File: src/rtl/rhfu_pkg.sv
// Shared types, constants and helpers for the RTP H.264 FU-A packetizer.
package rhfu_pkg;

  localparam int LEN_PORT_BITS = 24;

  localparam logic [7:0]  RTP_VER_BYTE  = 8'h80;
  localparam logic [4:0]  FU_A_TYPE     = 5'd28;
  localparam logic [4:0]  NAL_SLICE     = 5'd1;
  localparam logic [4:0]  NAL_IDR       = 5'd5;
  localparam logic [10:0] PAYLOAD_MIN   = 11'd3;
  localparam logic [10:0] PAYLOAD_MAX   = 11'd1488;
  localparam logic [10:0] FU_OVERHEAD   = 11'd2;
  localparam logic [10:0] RTP_HDR_LEN   = 11'd12;
  localparam logic [10:0] FU_PKT_HDR    = 11'd14;

  localparam logic [1:0]  REG_SOURCE_ID    = 2'd0;
  localparam logic [1:0]  REG_PAYLOAD_TYPE = 2'd1;
  localparam logic [1:0]  REG_PAY_LIMIT    = 2'd2;
  localparam logic [1:0]  REG_TS_STEP      = 2'd3;

  localparam logic [31:0] RST_SOURCE_ID    = 32'h1234_5678;
  localparam logic [6:0]  RST_PAYLOAD_TYPE = 7'd96;
  localparam logic [10:0] RST_PAY_LIMIT    = 11'd1388;
  localparam logic [31:0] RST_TS_STEP      = 32'd3000;

  localparam logic [3:0]  IDX_FU_IND = 4'd12;
  localparam logic [3:0]  IDX_FU_HDR = 4'd13;

  typedef enum logic [1:0] {
    JOB_PAYLOAD,
    JOB_SINGLE,
    JOB_FRAG
  } job_kind_t;

  typedef struct packed {
    logic [31:0] source_id;
    logic [6:0]  payload_type;
    logic [10:0] pay_limit;
    logic [31:0] timestamp_step;
  } cfg_t;

  // Everything the serializer needs, besides the configuration, to emit the bytes of one input transaction.
  typedef struct packed {
    job_kind_t   kind;
    logic        marker;
    logic [15:0] seq;
    logic [31:0] ts;
    logic [7:0]  fu_ind;
    logic [7:0]  fu_hdr;
    logic [7:0]  data;
    logic        pkt_end;
    logic [10:0] pkt_len;
  } job_t;

  function automatic logic [3:0] job_last_idx(job_kind_t k);
    logic [3:0] r;
    case (k)
      JOB_SINGLE: r = 4'd12;
      JOB_FRAG:   r = 4'd14;
      default:    r = 4'd0;
    endcase
    return r;
  endfunction

  function automatic logic is_slice_or_idr(logic [7:0] hdr);
    return (hdr[4:0] == NAL_SLICE) || (hdr[4:0] == NAL_IDR);
  endfunction

endpackage

File: src/rtl/rhfu_cfg.sv
// APB-style configuration register file of the packetizer.
module rhfu_cfg (
  input  logic                clk,
  input  logic                rst_n,
  input  logic                psel,
  input  logic                penable,
  input  logic                pwrite,
  input  logic [3:0]          paddr,
  input  logic [31:0]         pwdata,
  output logic [31:0]         prdata,
  output logic                pready,
  output rhfu_pkg::cfg_t      cfg
);
  import rhfu_pkg::*;

  logic [31:0] source_id_r;
  logic [6:0]  payload_type_r;
  logic [10:0] pay_limit_r;
  logic [31:0] ts_step_r;
  logic        wr_en;
  logic [1:0]  reg_idx;

  assign pready  = 1'b1;
  assign reg_idx = paddr[3:2];
  assign wr_en   = psel && penable && pwrite && pready;

  always_ff @(posedge clk) begin
    if (!rst_n) begin
      source_id_r    <= RST_SOURCE_ID;
      payload_type_r <= RST_PAYLOAD_TYPE;
      pay_limit_r    <= RST_PAY_LIMIT;
      ts_step_r      <= RST_TS_STEP;
    end else if (wr_en) begin
      case (reg_idx)
        REG_SOURCE_ID:    source_id_r    <= pwdata;
        REG_PAYLOAD_TYPE: payload_type_r <= pwdata[6:0];
        REG_PAY_LIMIT:    pay_limit_r    <= pwdata[10:0];
        REG_TS_STEP:      ts_step_r      <= pwdata;
        default: ;
      endcase
    end
  end

  always_comb begin
    case (reg_idx)
      REG_SOURCE_ID:    prdata = source_id_r;
      REG_PAYLOAD_TYPE: prdata = {25'd0, payload_type_r};
      REG_PAY_LIMIT:    prdata = {21'd0, pay_limit_r};
      REG_TS_STEP:      prdata = ts_step_r;
      default:          prdata = 32'd0;
    endcase
  end

  assign cfg.source_id      = source_id_r;
  assign cfg.payload_type   = payload_type_r;
  assign cfg.pay_limit      = pay_limit_r;
  assign cfg.timestamp_step = ts_step_r;

endmodule

File: src/rtl/rhfu_ctrl.sv
// Stream state and per-transaction decision: single packet, fragment start or payload.
module rhfu_ctrl #(
  parameter int LENGTH_BITS = 24
) (
  input  logic                clk,
  input  logic                rst_n,
  input  rhfu_pkg::cfg_t      cfg,
  input  logic                in_fire,
  input  logic [7:0]          in_nalu_byte,
  input  logic                in_first_of_nalu,
  input  logic [23:0]         in_nalu_length,
  input  logic                in_restart_stream,
  output logic                job_go,
  output rhfu_pkg::job_t      job
);
  import rhfu_pkg::*;

  localparam int LW = (LENGTH_BITS < LEN_PORT_BITS) ? LENGTH_BITS : LEN_PORT_BITS;

  logic [15:0]   seq_r, seq_nxt, seq_base;
  logic [31:0]   ts_r, ts_nxt, ts_base;
  logic [7:0]    hdr_r, hdr_nxt;
  logic [LW-1:0] bytes_r, bytes_nxt;
  logic [10:0]   chunk_r, chunk_nxt;
  logic          frag_r, frag_nxt;
  logic          ff_r, ff_nxt;
  logic [10:0]   cur_len_r, cur_len_nxt;

  logic [10:0]   mp, fsz, chunk, chunk_cur;
  logic [LW-1:0] len;
  logic          start_frag, last;
  logic          go;

  assign len = in_nalu_length[LW-1:0];

  always_comb begin
    if (cfg.pay_limit < PAYLOAD_MIN)      mp = PAYLOAD_MIN;
    else if (cfg.pay_limit > PAYLOAD_MAX) mp = PAYLOAD_MAX;
    else                                  mp = cfg.pay_limit;
    fsz = mp - FU_OVERHEAD;
  end

  always_comb begin
    seq_nxt     = seq_r;
    ts_nxt      = ts_r;
    hdr_nxt     = hdr_r;
    bytes_nxt   = bytes_r;
    chunk_nxt   = chunk_r;
    frag_nxt    = frag_r;
    ff_nxt      = ff_r;
    cur_len_nxt = cur_len_r;
    go          = 1'b0;
    seq_base    = in_restart_stream ? 16'd0 : seq_r;
    ts_base     = in_restart_stream ? 32'd0 : ts_r;
    start_frag  = frag_r && (chunk_r == 11'd0);
    last        = bytes_r <= LW'(fsz);
    chunk       = last ? bytes_r[10:0] : fsz;
    chunk_cur   = start_frag ? chunk : chunk_r;

    job.kind    = JOB_PAYLOAD;
    job.marker  = last;
    job.seq     = seq_r;
    job.ts      = ts_r;
    job.fu_ind  = {hdr_r[7:5], FU_A_TYPE};
    job.fu_hdr  = {ff_r, last, 1'b0, hdr_r[4:0]};
    job.data    = in_nalu_byte;
    job.pkt_end = (chunk_cur - 11'd1) == 11'd0;
    job.pkt_len = start_frag ? FU_PKT_HDR + chunk : cur_len_r;

    if (in_first_of_nalu) begin
      seq_nxt   = seq_base;
      ts_nxt    = ts_base;
      bytes_nxt = '0;
      chunk_nxt = 11'd0;
      frag_nxt  = 1'b0;
      ff_nxt    = 1'b0;
      if (len != '0) begin
        hdr_nxt = in_nalu_byte;
        if (len <= LW'(mp)) begin
          // whole unit fits: one packet, header goes out with the NAL header byte
          go          = 1'b1;
          job.kind    = JOB_SINGLE;
          job.marker  = 1'b1;
          job.seq     = seq_base;
          job.ts      = ts_base;
          job.pkt_len = RTP_HDR_LEN + len[10:0];
          job.pkt_end = (len == LW'(1));
          cur_len_nxt = RTP_HDR_LEN + len[10:0];
          seq_nxt     = seq_base + 16'd1;
          chunk_nxt   = len[10:0] - 11'd1;
          bytes_nxt   = len - LW'(1);
          if ((len == LW'(1)) && is_slice_or_idr(in_nalu_byte))
            ts_nxt = ts_base + cfg.timestamp_step;
        end else begin
          frag_nxt  = 1'b1;
          ff_nxt    = 1'b1;
          bytes_nxt = len - LW'(1);
        end
      end
    end else if (bytes_r != '0) begin
      go        = 1'b1;
      chunk_nxt = chunk_cur - 11'd1;
      bytes_nxt = bytes_r - LW'(1);
      if (start_frag) begin
        job.kind    = JOB_FRAG;
        seq_nxt     = seq_r + 16'd1;
        ff_nxt      = 1'b0;
        cur_len_nxt = FU_PKT_HDR + chunk;
      end
      if (bytes_nxt == '0) begin
        if (is_slice_or_idr(hdr_r)) ts_nxt = ts_r + cfg.timestamp_step;
        frag_nxt = 1'b0;
        ff_nxt   = 1'b0;
      end
    end
  end

  assign job_go = in_fire && go;

  always_ff @(posedge clk) begin
    if (!rst_n) begin
      seq_r     <= '0;
      ts_r      <= '0;
      hdr_r     <= '0;
      bytes_r   <= '0;
      chunk_r   <= '0;
      frag_r    <= 1'b0;
      ff_r      <= 1'b0;
      cur_len_r <= '0;
    end else if (in_fire) begin
      seq_r     <= seq_nxt;
      ts_r      <= ts_nxt;
      hdr_r     <= hdr_nxt;
      bytes_r   <= bytes_nxt;
      chunk_r   <= chunk_nxt;
      frag_r    <= frag_nxt;
      ff_r      <= ff_nxt;
      cur_len_r <= cur_len_nxt;
    end
  end

endmodule

File: src/rtl/rhfu_emit.sv
// Job register and byte serializer feeding the registered output channel.
module rhfu_emit (
  input  logic                clk,
  input  logic                rst_n,
  input  rhfu_pkg::cfg_t      cfg,
  input  logic                job_go,
  input  rhfu_pkg::job_t      job,
  output logic                job_free,
  output logic                out_valid,
  input  logic                out_ready,
  output logic [7:0]          out_packet_byte,
  output logic                out_packet_start,
  output logic                out_packet_end,
  output logic [10:0]         out_packet_length,
  output logic                out_run_end
);
  import rhfu_pkg::*;

  job_t        job_r;
  logic        job_valid_r;
  logic [3:0]  idx_r;
  logic        out_valid_r;
  logic [7:0]  byte_r;
  logic        start_r, end_r, run_end_r;
  logic [10:0] len_r;

  logic        out_load, last;
  logic [7:0]  cur_byte;

  assign last     = idx_r == job_last_idx(job_r.kind);
  assign out_load = job_valid_r && (!out_valid_r || out_ready);
  assign job_free = !job_valid_r || (out_load && last);

  always_comb begin
    if (last) begin
      cur_byte = job_r.data;
    end else begin
      case (idx_r)
        4'd0:       cur_byte = RTP_VER_BYTE;
        4'd1:       cur_byte = {job_r.marker, cfg.payload_type};
        4'd2:       cur_byte = job_r.seq[15:8];
        4'd3:       cur_byte = job_r.seq[7:0];
        4'd4:       cur_byte = job_r.ts[31:24];
        4'd5:       cur_byte = job_r.ts[23:16];
        4'd6:       cur_byte = job_r.ts[15:8];
        4'd7:       cur_byte = job_r.ts[7:0];
        4'd8:       cur_byte = cfg.source_id[31:24];
        4'd9:       cur_byte = cfg.source_id[23:16];
        4'd10:      cur_byte = cfg.source_id[15:8];
        4'd11:      cur_byte = cfg.source_id[7:0];
        IDX_FU_IND: cur_byte = job_r.fu_ind;
        IDX_FU_HDR: cur_byte = job_r.fu_hdr;
        default:    cur_byte = job_r.data;
      endcase
    end
  end

  always_ff @(posedge clk) begin
    if (!rst_n) begin
      job_valid_r <= 1'b0;
      idx_r       <= 4'd0;
      out_valid_r <= 1'b0;
    end else begin
      if (out_load)       out_valid_r <= 1'b1;
      else if (out_ready) out_valid_r <= 1'b0;
      if (out_load) idx_r <= last ? 4'd0 : idx_r + 4'd1;
      if (job_go)                job_valid_r <= 1'b1;
      else if (out_load && last) job_valid_r <= 1'b0;
    end
  end

  always_ff @(posedge clk) begin
    if (job_go) job_r <= job;
    if (out_load) begin
      byte_r    <= cur_byte;
      start_r   <= (idx_r == 4'd0) && (job_r.kind != JOB_PAYLOAD);
      end_r     <= last && job_r.pkt_end;
      run_end_r <= last;
      len_r     <= job_r.pkt_len;
    end
  end

  assign out_valid         = out_valid_r;
  assign out_packet_byte   = byte_r;
  assign out_packet_start  = start_r;
  assign out_packet_end    = end_r;
  assign out_packet_length = len_r;
  assign out_run_end       = run_end_r;

endmodule

File: src/rtl/rtp_h264_fu_a_packetizer.sv
// Top level of the RTP H.264 packetizer with FU-A fragmentation.
// Each accepted NAL byte yields 0, 1, 13 or 15 packet bytes: a unit that fits in one
// packet leaves its 12 RTP header bytes together with the NAL header byte, and each
// FU-A fragment leaves its 14 header bytes with its first payload byte. The output
// serializer emits one packet byte per cycle unless out_ready stalls it. The next
// input transaction is taken in the cycle the last result of the current one moves
// to the output register, so plain payload bytes stream at one per cycle while
// out_ready is high. The user must write registers over the APB-style port only
// while the block is idle; the block itself does not enforce it.
module rtp_h264_fu_a_packetizer #(
  parameter int LENGTH_BITS = 24
) (
  input  logic        clk,
  input  logic        rst_n,
  input  logic        psel,
  input  logic        penable,
  input  logic        pwrite,
  input  logic [3:0]  paddr,
  input  logic [31:0] pwdata,
  output logic [31:0] prdata,
  output logic        pready,
  input  logic        in_valid,
  output logic        in_ready,
  input  logic [7:0]  in_nalu_byte,
  input  logic        in_first_of_nalu,
  input  logic [23:0] in_nalu_length,
  input  logic        in_restart_stream,
  output logic        out_valid,
  input  logic        out_ready,
  output logic [7:0]  out_packet_byte,
  output logic        out_packet_start,
  output logic        out_packet_end,
  output logic [10:0] out_packet_length,
  output logic        out_run_end
);
  import rhfu_pkg::*;

  cfg_t cfg;
  job_t job;
  logic job_go;
  logic job_free;
  logic in_fire;

  assign in_ready = job_free;
  assign in_fire  = in_valid && in_ready;

  rhfu_cfg u_cfg (
    .clk     (clk),
    .rst_n   (rst_n),
    .psel    (psel),
    .penable (penable),
    .pwrite  (pwrite),
    .paddr   (paddr),
    .pwdata  (pwdata),
    .prdata  (prdata),
    .pready  (pready),
    .cfg     (cfg)
  );

  rhfu_ctrl #(
    .LENGTH_BITS (LENGTH_BITS)
  ) u_ctrl (
    .clk               (clk),
    .rst_n             (rst_n),
    .cfg               (cfg),
    .in_fire           (in_fire),
    .in_nalu_byte      (in_nalu_byte),
    .in_first_of_nalu  (in_first_of_nalu),
    .in_nalu_length    (in_nalu_length),
    .in_restart_stream (in_restart_stream),
    .job_go            (job_go),
    .job               (job)
  );

  rhfu_emit u_emit (
    .clk               (clk),
    .rst_n             (rst_n),
    .cfg               (cfg),
    .job_go            (job_go),
    .job               (job),
    .job_free          (job_free),
    .out_valid         (out_valid),
    .out_ready         (out_ready),
    .out_packet_byte   (out_packet_byte),
    .out_packet_start  (out_packet_start),
    .out_packet_end    (out_packet_end),
    .out_packet_length (out_packet_length),
    .out_run_end       (out_run_end)
  );

`ifndef SYNTHESIS
  // a header byte never closes a transaction's run
  a_start_not_run_end: assert property (@(posedge clk) disable iff (!rst_n)
    (out_valid && out_packet_start) |-> !out_run_end)
    else $error("packet start flagged as run end");

  // packets always end on a payload byte, the last result of its transaction
  a_end_is_run_end: assert property (@(posedge clk) disable iff (!rst_n)
    (out_valid && out_packet_end) |-> out_run_end)
    else $error("packet end without run end");

  a_length_range: assert property (@(posedge clk) disable iff (!rst_n)
    out_valid |-> (out_packet_length >= 11'd13 && out_packet_length <= 11'd1500))
    else $error("packet length out of range");
`endif

endmodule
File: config.mk
export PLATFORM = sky130hd
export DESIGN_NAME = rtp_h264_fu_a_packetizer
export DESIGN_NICKNAME = d
export VERILOG_FILES = /design/src/rtl/rhfu_pkg.sv /design/src/rtl/rhfu_cfg.sv /design/src/rtl/rhfu_ctrl.sv /design/src/rtl/rhfu_emit.sv /design/src/rtl/rtp_h264_fu_a_packetizer.sv
export SDC_FILE = /design/constraint.sdc
export NUM_CORES = 1
export LEC_CHECK = 0
export ABC_CLOCK_PERIOD_IN_PS = 6650
export BUFFER_PORTS_ARGS = -buffer_cell sky130_fd_sc_hd__buf_2
export CORE_MARGIN = 2
export CORE_UTILIZATION = 56
export CTS_CLUSTER_DIAMETER = 50
export DETAILED_ROUTE_END_ITERATION = 7
export PLACE_DENSITY = 0.81
export SLEW_MARGIN = 20
export SYNTH_ARGS = -nofsm -noshare
export SYNTH_HDL_FRONTEND = slang
export SYNTH_SLANG_ARGS = --single-unit
File: constraint.sdc
create_clock -name clk -period 6.65 [get_ports clk]
set_clock_uncertainty 0.05 [all_clocks]
set_input_delay 1.33 -clock clk [delete_from_list [all_inputs] [get_ports clk]]
set_output_delay 1.33 -clock clk [all_outputs]
set_load 0.005 [all_outputs]
==> results.ini, run 1 <==
[outcome]
status = finished clean

[worst_setup_path]
cp.arrival_ns = 6.58
cp_max_fo = 9
cp-end-kind = flop
critical_path_required_ns = 6.97
path_class = reg2reg
start_kind = flop

[grt]
grt_use_met3 = 0.0628
antenna_found_initial = 1
met1_usage = 0.502
overflow = 0
track_usage = 0.348
grt_max_degree = 77
grt_pass1_wl_um = 98500
grt_use_met2 = 0.534
grt_busiest_layer = met2
grt_pass1_vias = 17446

[min_path]
hp-class = reg2reg

[routing]
totalWireLength_um = 63900
num_vias = 18883
drcViolationCount = 0
antenna_left = 0
wl_per_cell_um = 22.4
drt-initial-drc-count = 2630
dr.pass1.iters = 6
routed_via_density = 6.62

[clock_network]
postCtsSetupBuffers = 0
cts_hold_buf = 0
cts.sinks = 295
post_cts_resized = 0
clk_path_buf_depth = 3
cts-root-buf = clkbuf_16
cts_buffers = 39
cts_max_level = 2
clkTransAtPathRegs_ns = 0.06
clock_latency_ns = 0.55
cts_tree = built

[place]
dp.cells = 2782
dpl.hpwl_um = 46200
gp_congestion = 1.01
numPortBuffers = 130

[sta]
finalCriticalPeriod_ns = 6.25
report.final.hold_viol_count = 0
finalCritPeriodShare = 0.940
setup-violations-final = 0
rsz0062_at_grt = no
maxSlewHeadroom = 0.331
fmax_mhz = 160
drv_slew = 0
tightest_slew_ns = 1.00
tns_ns = 0

[flow_run]
drv_cap = 0

[floorplan]
dieHeight_um = 189
start_util = 0.570
core_area_mm2 = 0.0336
die_area_mm2 = 0.0357
num_rows = 67
io_pins = 134
fp.dieW_um = 189

[yosys]
synth_seq_cells = 295
synth-edff-count = 103
async_flop_share = 0
yosysSeqAreaShare = 0.362
syn_avg_cell_area_um2 = 8.28
syn-num-nets = 2493
netlist-cell-type-count = 93
synthCells = 2314
synth.cell_area_mm2 = 0.0192
ys_warn_count = 0
synthFlopType = dfxtp_1

[power]
swShare = 0.304
p_int_mw = 3.53
p_leak_nw = 8.58
powerDensity_mw_per_mm2 = 237
pwr-share-seq = 0.406
power_frac_comb = 0.178
peakVddDrop_mv = 0.185
p_clk_frac = 0.416
p_switching_mw = 1.54

[finish]
instances_no_fill = 2852
n_fill_cell = 2788
drive_above_1_share = 0.124
nets = 2554
synthToLayoutAreaGrowth_pct = 11.8
antennaDiodeCount = 0

-- cells by family (layout without fill, tap and decap cells) --
kind of cell | after synthesis | in the layout | synth area share
AOI/OAI and AO/OA | 679 | 679 | 0.230
xor gates and xnor gates | 108 | 108 | 0.0494
adders and majority gates | 102 | 102 | 0.0674
buffers and inverters | 199 | 289 | 0.0402
DFF | 295 | 295 | 0.362
muxes | 53 | 53 | 0.0339
other | 1 | 1 | 0.000196
and+or+nand+nor | 877 | 877 | 0.217
-- worst max-delay path: stages, from the launching register on --
cell	delay (ns)
dfxtp_1	0.40
nor4_1	0.42
o2111ai_1	0.27
a21boi_0	0.19
buf_4	0.17
ha_1	0.25
xnor2_1	0.37
inv_1	0.11
ha_1	0.32
a21oi_1	0.16
a21oi_1	0.09
a2111oi_0	0.74
o31a_1	0.28
buf_4	0.18
nor4_1	0.08
a311oi_1	0.46
ha_1	0.27
inv_1	0.11
nor3_2	0.20
xnor2_1	0.11
or4_1	0.60
o32ai_2	0.27
-- worst paths after layout --
kind | start | endpoint | slack (ns) | cells after the start
max | u_cfg.pay_limit_r[2]$_SDFFE_PN1P_ | u_emit.job_r[11]$_DFFE_PP_ | 0.40 | 21
min | u_emit.job_r[9]$_DFFE_PP_ | u_emit.out_packet_length[9]$_DFFE_PP_ | 0.37 | 0
max reg2reg | u_cfg.pay_limit_r[2]$_SDFFE_PN1P_ | u_emit.job_r[11]$_DFFE_PP_ | 0.40 | 21
min reg2reg | u_emit.job_r[9]$_DFFE_PP_ | u_emit.out_packet_length[9]$_DFFE_PP_ | 0.37 | 0
-- Yosys cell counts, types with 13 or more instances --
| cell type | n | area [um^2] |
|---|---|---|
| a22oi_1 | 28 | 210 |
| dfxtp_1 | 192 | 3840 |
| and2_1 | 57 | 357 |
| clkbuf_1 | 129 | 484 |
| nand4_1 | 20 | 125 |
| o21a_1 | 16 | 120 |
| and3_1 | 16 | 100 |
| nand3_1 | 66 | 330 |
| inv_1 | 49 | 184 |
| xor2_1 | 35 | 307 |
| xnor2_1 | 73 | 639 |
| a31oi_1 | 26 | 163 |
| a21oi_1 | 228 | 1140 |
| a22o_1 | 31 | 272 |
| nand2b_1 | 24 | 150 |
| buf_1 | 13 | 48.8 |
| edfxtp_1 | 103 | 3090 |
| a311oi_1 | 13 | 114 |
| a21o_1 | 43 | 323 |
| nor2b_1 | 44 | 275 |
| nand2_1 | 329 | 1230 |
| mux2i_1 | 30 | 300 |
| nor3_1 | 58 | 290 |
| o21ai_0 | 132 | 661 |
| nor4_1 | 21 | 131 |
| or3_1 | 15 | 93.8 |
| mux2_2 | 15 | 169 |
| a211oi_1 | 20 | 150 |
| nor2_1 | 178 | 668 |
| ha_1 | 100 | 1250 |
| o211ai_1 | 17 | 128 |
-- metal layers --
layer / up-vias / routed length [um]
met2: 1266 / 27800
met1: 8872 / 26400
met5: - / 0
li1: 8569 / -
met4: 0 / 1850
met3: 176 / 7860
-- power groups by stage --
stage | Combinational (mW) | Clock [mW] | Sequential [mW]
2_1_floorplan | 0.638 | 0 | 2.05
6_report | 0.905 | 2.11 | 2.06
4_1_cts | 0.880 | 2.11 | 2.05
3_3_place_gp | 0.854 | 0 | 2.09
3_5_place_dp | 0.874 | 0 | 2.09
5_1_grt | 0.982 | 2.18 | 2.07
-- sequential cells by signal, indices dropped and copies added, names as in the netlist, 16 cells and up --
register           flops
u_cfg.source_id_r     32
u_ctrl.bytes_r        24
u_cfg.ts_step_r       32
u_ctrl.seq_r          16
u_emit.job_r          81
u_ctrl.ts_r           32
-- layout make-up --
class | count | area [um^2] | area share
Tap cell | 448 | 561 | 0.0262
Clock inverter | 23 | 241 | 0.0113
Sequential cell | 295 | 6940 | 0.324
Timing Repair Buffer | 167 | 943 | 0.0440
Clock buffer | 47 | 1060 | 0.0493
Multi-Input combinational cell | 1820 | 11500 | 0.536
Inverter | 52 | 199 | 0.00928
-- cell usage in the layout, fill, tap and decap left out, types with 15 or more instances in the layout --
cell type | netlist | routed
a21oi_1 | 228 | 226
dfxtp_1 | 192 | 192
nand2_1 | 329 | 329
o211ai_1 | 17 | 17
clkbuf_16 | 0 | 40
buf_4 | 2 | 37
a21o_1 | 43 | 43
nor2_1 | 178 | 177
nand4_1 | 20 | 20
and2_1 | 57 | 57
a211oi_1 | 20 | 20
nor2b_1 | 44 | 44
mux2i_1 | 30 | 30
nand2b_1 | 24 | 24
a22o_1 | 31 | 31
nand3_1 | 66 | 66
buf_2 | 1 | 129
o21a_1 | 16 | 16
edfxtp_1 | 103 | 103
o21ai_0 | 132 | 132
xnor2_1 | 73 | 73
nor4_1 | 21 | 21
a22oi_1 | 28 | 28
ha_1 | 100 | 100
mux2_2 | 15 | 15
xor2_1 | 35 | 35
nor3_1 | 58 | 56
a31oi_1 | 26 | 26
inv_1 | 49 | 48
and3_1 | 16 | 16
-- metrics by stage --
| step | area, um^2 | setup WS [ns] | power [mW] | hold WS (ns) | utilization |
|---|---|---|---|---|---|
| after floorplan | 19200 | 1.07 | 2.69 | 0.350 | - |
| after global placement | 20100 | 0.482 | 2.94 | 0.351 | 0.599 |
| after detailed placement | 20100 | 0.563 | 2.97 | 0.355 | 0.599 |
| after CTS | 21400 | 0.565 | 5.04 | 0.370 | 0.637 |
| after global routing | 21400 | 0.174 | 5.22 | 0.372 | 0.638 |
| final | 21400 | 0.397 | 5.08 | 0.369 | 0.638 |
Power figures use the tool's default switching activity.
==> inputs of run 2 (changes only) <==
--- a/config.mk
+++ b/config.mk
@@ -6,13 +6,15 @@
 export NUM_CORES = 1
 export LEC_CHECK = 0
 export ABC_CLOCK_PERIOD_IN_PS = 6650
-export BUFFER_PORTS_ARGS = -buffer_cell sky130_fd_sc_hd__buf_2
 export CORE_MARGIN = 2
-export CORE_UTILIZATION = 56
+export CORE_UTILIZATION = 59
 export CTS_CLUSTER_DIAMETER = 50
 export DETAILED_ROUTE_END_ITERATION = 7
+export DONT_BUFFER_PORTS = 1
 export PLACE_DENSITY = 0.81
+export REMOVE_ABC_BUFFERS = 1
 export SLEW_MARGIN = 20
 export SYNTH_ARGS = -nofsm -noshare
 export SYNTH_HDL_FRONTEND = slang
+export SYNTH_HIERARCHICAL = 1
 export SYNTH_SLANG_ARGS = --single-unit
==> run 2 against run 1 <==
  * Utilization up 0.34 points
  * Power grew 2.0%
  * Final cell count shrank 0.28%
  * Global-route usage is 2.5 points higher
  * Synthesized area increased by 8.1%
  * Count of clock-buffer cells in the layout shrank 5
  * Non-clock buffer count decreased by 121
  * Sequential cell count is 6 higher
  * Final area increased by 3.3%
  * Die area is 2.6% higher
  * Largest power group unchanged
==> results.ini, run 2 <==
[yosys]
synthMuxAreaShare = 0.0544  ; was 0.0339
synth-edff-count = 109  ; was 103
yosysMostFrequentCell = nand2_1  ; unchanged
synth_area_leader_cell = dfxtp_1  ; unchanged
synth_adder_area_share = 0.0629  ; was 0.0674
synth_area_leaders = dfxtp_1 (19%), edfxtp_1 (16%), ha_1 (6.1%)  ; was dfxtp_1 (20%), edfxtp_1 (16%), ha_1 (6.5%)
synthCells = 2446  ; was 2,314
async_flop_share = 0  ; unchanged
yosys.area_share.simple = 0.217  ; about the same
synth_common_cells = nand2_1 (244), dfxtp_1 (192), nor2_1 (181), a21oi_1 (172), o21ai_0 (137)  ; was nand2_1 (329), a21oi_1 (228), dfxtp_1 (192), nor2_1 (178), o21ai_0 (132)
synth_xor_area_frac = 0.0428  ; was 0.0494
yosysSeqAreaShare = 0.344  ; was 0.362
syn_avg_cell_area_um2 = 8.47  ; was 8.28 um^2
netlist-cell-type-count = 98  ; was 93
synth_top_family_by_area = compound AO/OA/AOI/OAI gates  ; unchanged
synth-compound-area-share = 0.227  ; was 0.230
ys_warn_count = 6  ; was 0
netlist.area_leader.share = 0.186  ; was 0.201
synthFlopType = dfxtp_1  ; unchanged
synth.cell_area_mm2 = 0.0207  ; was 0.0192 mm^2
synth_seq_cells = 301  ; was 295

[min_path]
hp-class = reg2reg  ; unchanged

[clock_network]
cts_max_level = 2  ; unchanged
clkTransAtPathRegs_ns = 0.06  ; about the same
cts_tree = built  ; unchanged
clk_path_buf_depth = 3  ; unchanged
clock_latency_ns = 0.57  ; was 0.55 ns
cts-root-buf = clkbuf_16  ; unchanged
cts.sinks = 301  ; was 295
cts_buffers = 37  ; was 39

[worst_setup_path]
cp_max_fo = 6  ; was 9
critPathMaxStageDelay_ns = 0.38  ; was 0.74 ns
path_class = reg2reg  ; unchanged
start_kind = flop  ; unchanged
critical_path_required_ns = 6.92  ; was 6.97 ns
crit_top_cell = inv_1  ; was ha_1
cp.arrival_ns = 6.44  ; was 6.58 ns
cp-end-kind = flop  ; unchanged
crit_slowest_cell = dfxtp_1  ; was a2111oi_0

[finish]
drive_above_1_share = 0.0758  ; was 0.124
antennaDiodeCount = 0  ; unchanged
nets = 2540  ; was 2,554
final_common_cell = nand2_1  ; unchanged
layout_common_cells = nand2_1 (244), dfxtp_1 (189), nor2_1 (179)  ; was nand2_1 (329), a21oi_1 (226), dfxtp_1 (192)
multi_input_area_mm2 = 0.0126  ; was 0.0115 mm^2
synthToLayoutAreaGrowth_pct = 6.89  ; was 11.8%
largest_reg_flops = 87  ; was 81
n_fill_cell = 2877  ; was 2,788
top_register = u_emit/job_r  ; was u_emit.job_r
seqCellArea_mm2 = 0.00712  ; was 0.00694 mm^2

[place]
dp_slack_ns = 0.148  ; was 0.563 ns
numPortBuffers = 0  ; was 130
gp_congestion = 0.992  ; was 1.01
dpl.hpwl_um = 48900  ; was 46,200 um

[grt]
grt_max_degree = 171  ; was 77
overflow = 0  ; unchanged
track_usage = 0.373  ; was 0.348
grt_pass1_wl_um = 105000  ; was 98,500 um
grt_pass1_vias = 18157  ; was 17,446
antenna_found_initial = 0  ; was 1

[sta]
drv_slew = 0  ; unchanged
worst_slack_ns = 0.476  ; was 0.397 ns
setup-violations-final = 0  ; unchanged
tightest_slew_ns = 1.24  ; was 1.00 ns
finalCriticalPeriod_ns = 6.17  ; was 6.25 ns
fmax_mhz = 162  ; was 160 MHz
whs_ns = 0.373  ; was 0.369 ns
finalCritPeriodShare = 0.928  ; was 0.940
rsz0062_at_grt = no  ; unchanged
report.final.hold_viol_count = 0  ; unchanged
tns_ns = 0  ; unchanged
maxSlewHeadroom = 0.161  ; was 0.331

[routing]
routed_via_density = 6.92  ; was 6.62
totalWireLength_um = 69900  ; was 63,900 um
num_vias = 19667  ; was 18,883
drcViolationCount = 0  ; unchanged
antenna_left = 0  ; unchanged
wl_per_cell_um = 24.6  ; was 22.4 um
dr.pass1.iters = 8  ; was 6
drt-initial-drc-count = 2557  ; was 2,630

[floorplan]
dieHeight_um = 191  ; was 189 um
start_util = 0.600  ; was 0.570
io_pins = 134  ; unchanged
num_rows = 68  ; was 67
core_area_mm2 = 0.0345  ; was 0.0336 mm^2
die_area_mm2 = 0.0366  ; was 0.0357 mm^2
fp.dieW_um = 191  ; was 189 um

[flow_run]
drv_cap = 0  ; unchanged

[outcome]
status = finished clean  ; unchanged

[power]
peakVddDrop_mv = 0.250  ; was 0.185 mV
powerDensity_mw_per_mm2 = 234  ; was 237 mW/mm^2
p_leak_nw = 8.53  ; was 8.58 nW

run 2: critical path: cells and delay by family, from the launching register on:
family	cells	cell delay [ns]
compound gates	7	1.51
xor+xnor	1	0.12
fa+ha+maj	3	0.73
buf+inv	6	0.75
flops	1	0.38
mux	1	0.22
simple gates	10	2.16
run 2: path summary, 6_finish.rpt:
path,from,endpoint,slack [ns],cells past startpoint
max,u_cfg/pay_limit_r[9]$_SDFFE_PN0P_,u_emit/job_r[11]$_DFFE_PP_,0.48,28
min,u_emit/job_r[7]$_DFFE_PP_,u_emit/out_packet_length[7]$_DFFE_PP_,0.37,0
max reg2reg,u_cfg/pay_limit_r[9]$_SDFFE_PN0P_,u_emit/job_r[11]$_DFFE_PP_,0.48,28
min reg2reg,u_emit/job_r[7]$_DFFE_PP_,u_emit/out_packet_length[7]$_DFFE_PP_,0.37,0
run 2: what timing repair did:
| item | 4_1_cts | 5_1_grt |
|---|---|---|
| endpoints found under the hold margin | 0 | 0 |
| hold buffers | 0 | 0 |
| resized for setup | 0 | 10 |
| setup endpoints to repair | 0 | 8 |
| setup buffers | 0 | 0 |
run 2: cell type report:
class                           count  area share
Multi-Input combinational cell   1909       0.568
Timing Repair Buffer               46      0.0156
Inverter                           65      0.0111
Clock buffer                       42      0.0431
Clock inverter                     26      0.0149
Sequential cell                   301       0.322
Tap cell                          455      0.0257
run 2: metal layers:
metal  global-route usage  wire length [um]  vias up
met2                0.572             30700     1192
met1                0.517             28300     9443
li1                     -                 -     8855
met3               0.0839              8510      177
met5                    0                 0        -
met4                0.130              2360        0
run 2: stage by stage:
stage,instances,utilization,cell area [um^2],power [mW]
final,2844,0.641,22100,5.18
after global routing,2844,0.641,22100,5.35
after CTS,2844,0.640,22100,5.16
after detailed placement,2776,0.603,20800,3.04
after global placement,2776,0.603,20800,3.02
after floorplan,2275,-,19900,2.74
run 2: cell families (layout without fill, tap and decap cells):
kind of cell	count (synthesis)	count (layout)
simple gates	892	892
other cells	3	7
compound gates	705	705
mux	103	103
flops	301	301
buf+inv	240	179
fa+ha+maj	103	103
xor+xnor	99	99
run 2: report_power, final:
group | total, mW | leakage, nW | switching [mW] | internal, mW
Clock | 2.14 | 0.616 | 0.880 | 1.26
Sequential | 2.11 | 2.60 | 0.0994 | 2.01
Combinational | 0.932 | 5.32 | 0.594 | 0.338
Total | 5.18 | 8.53 | 1.57 | 3.61
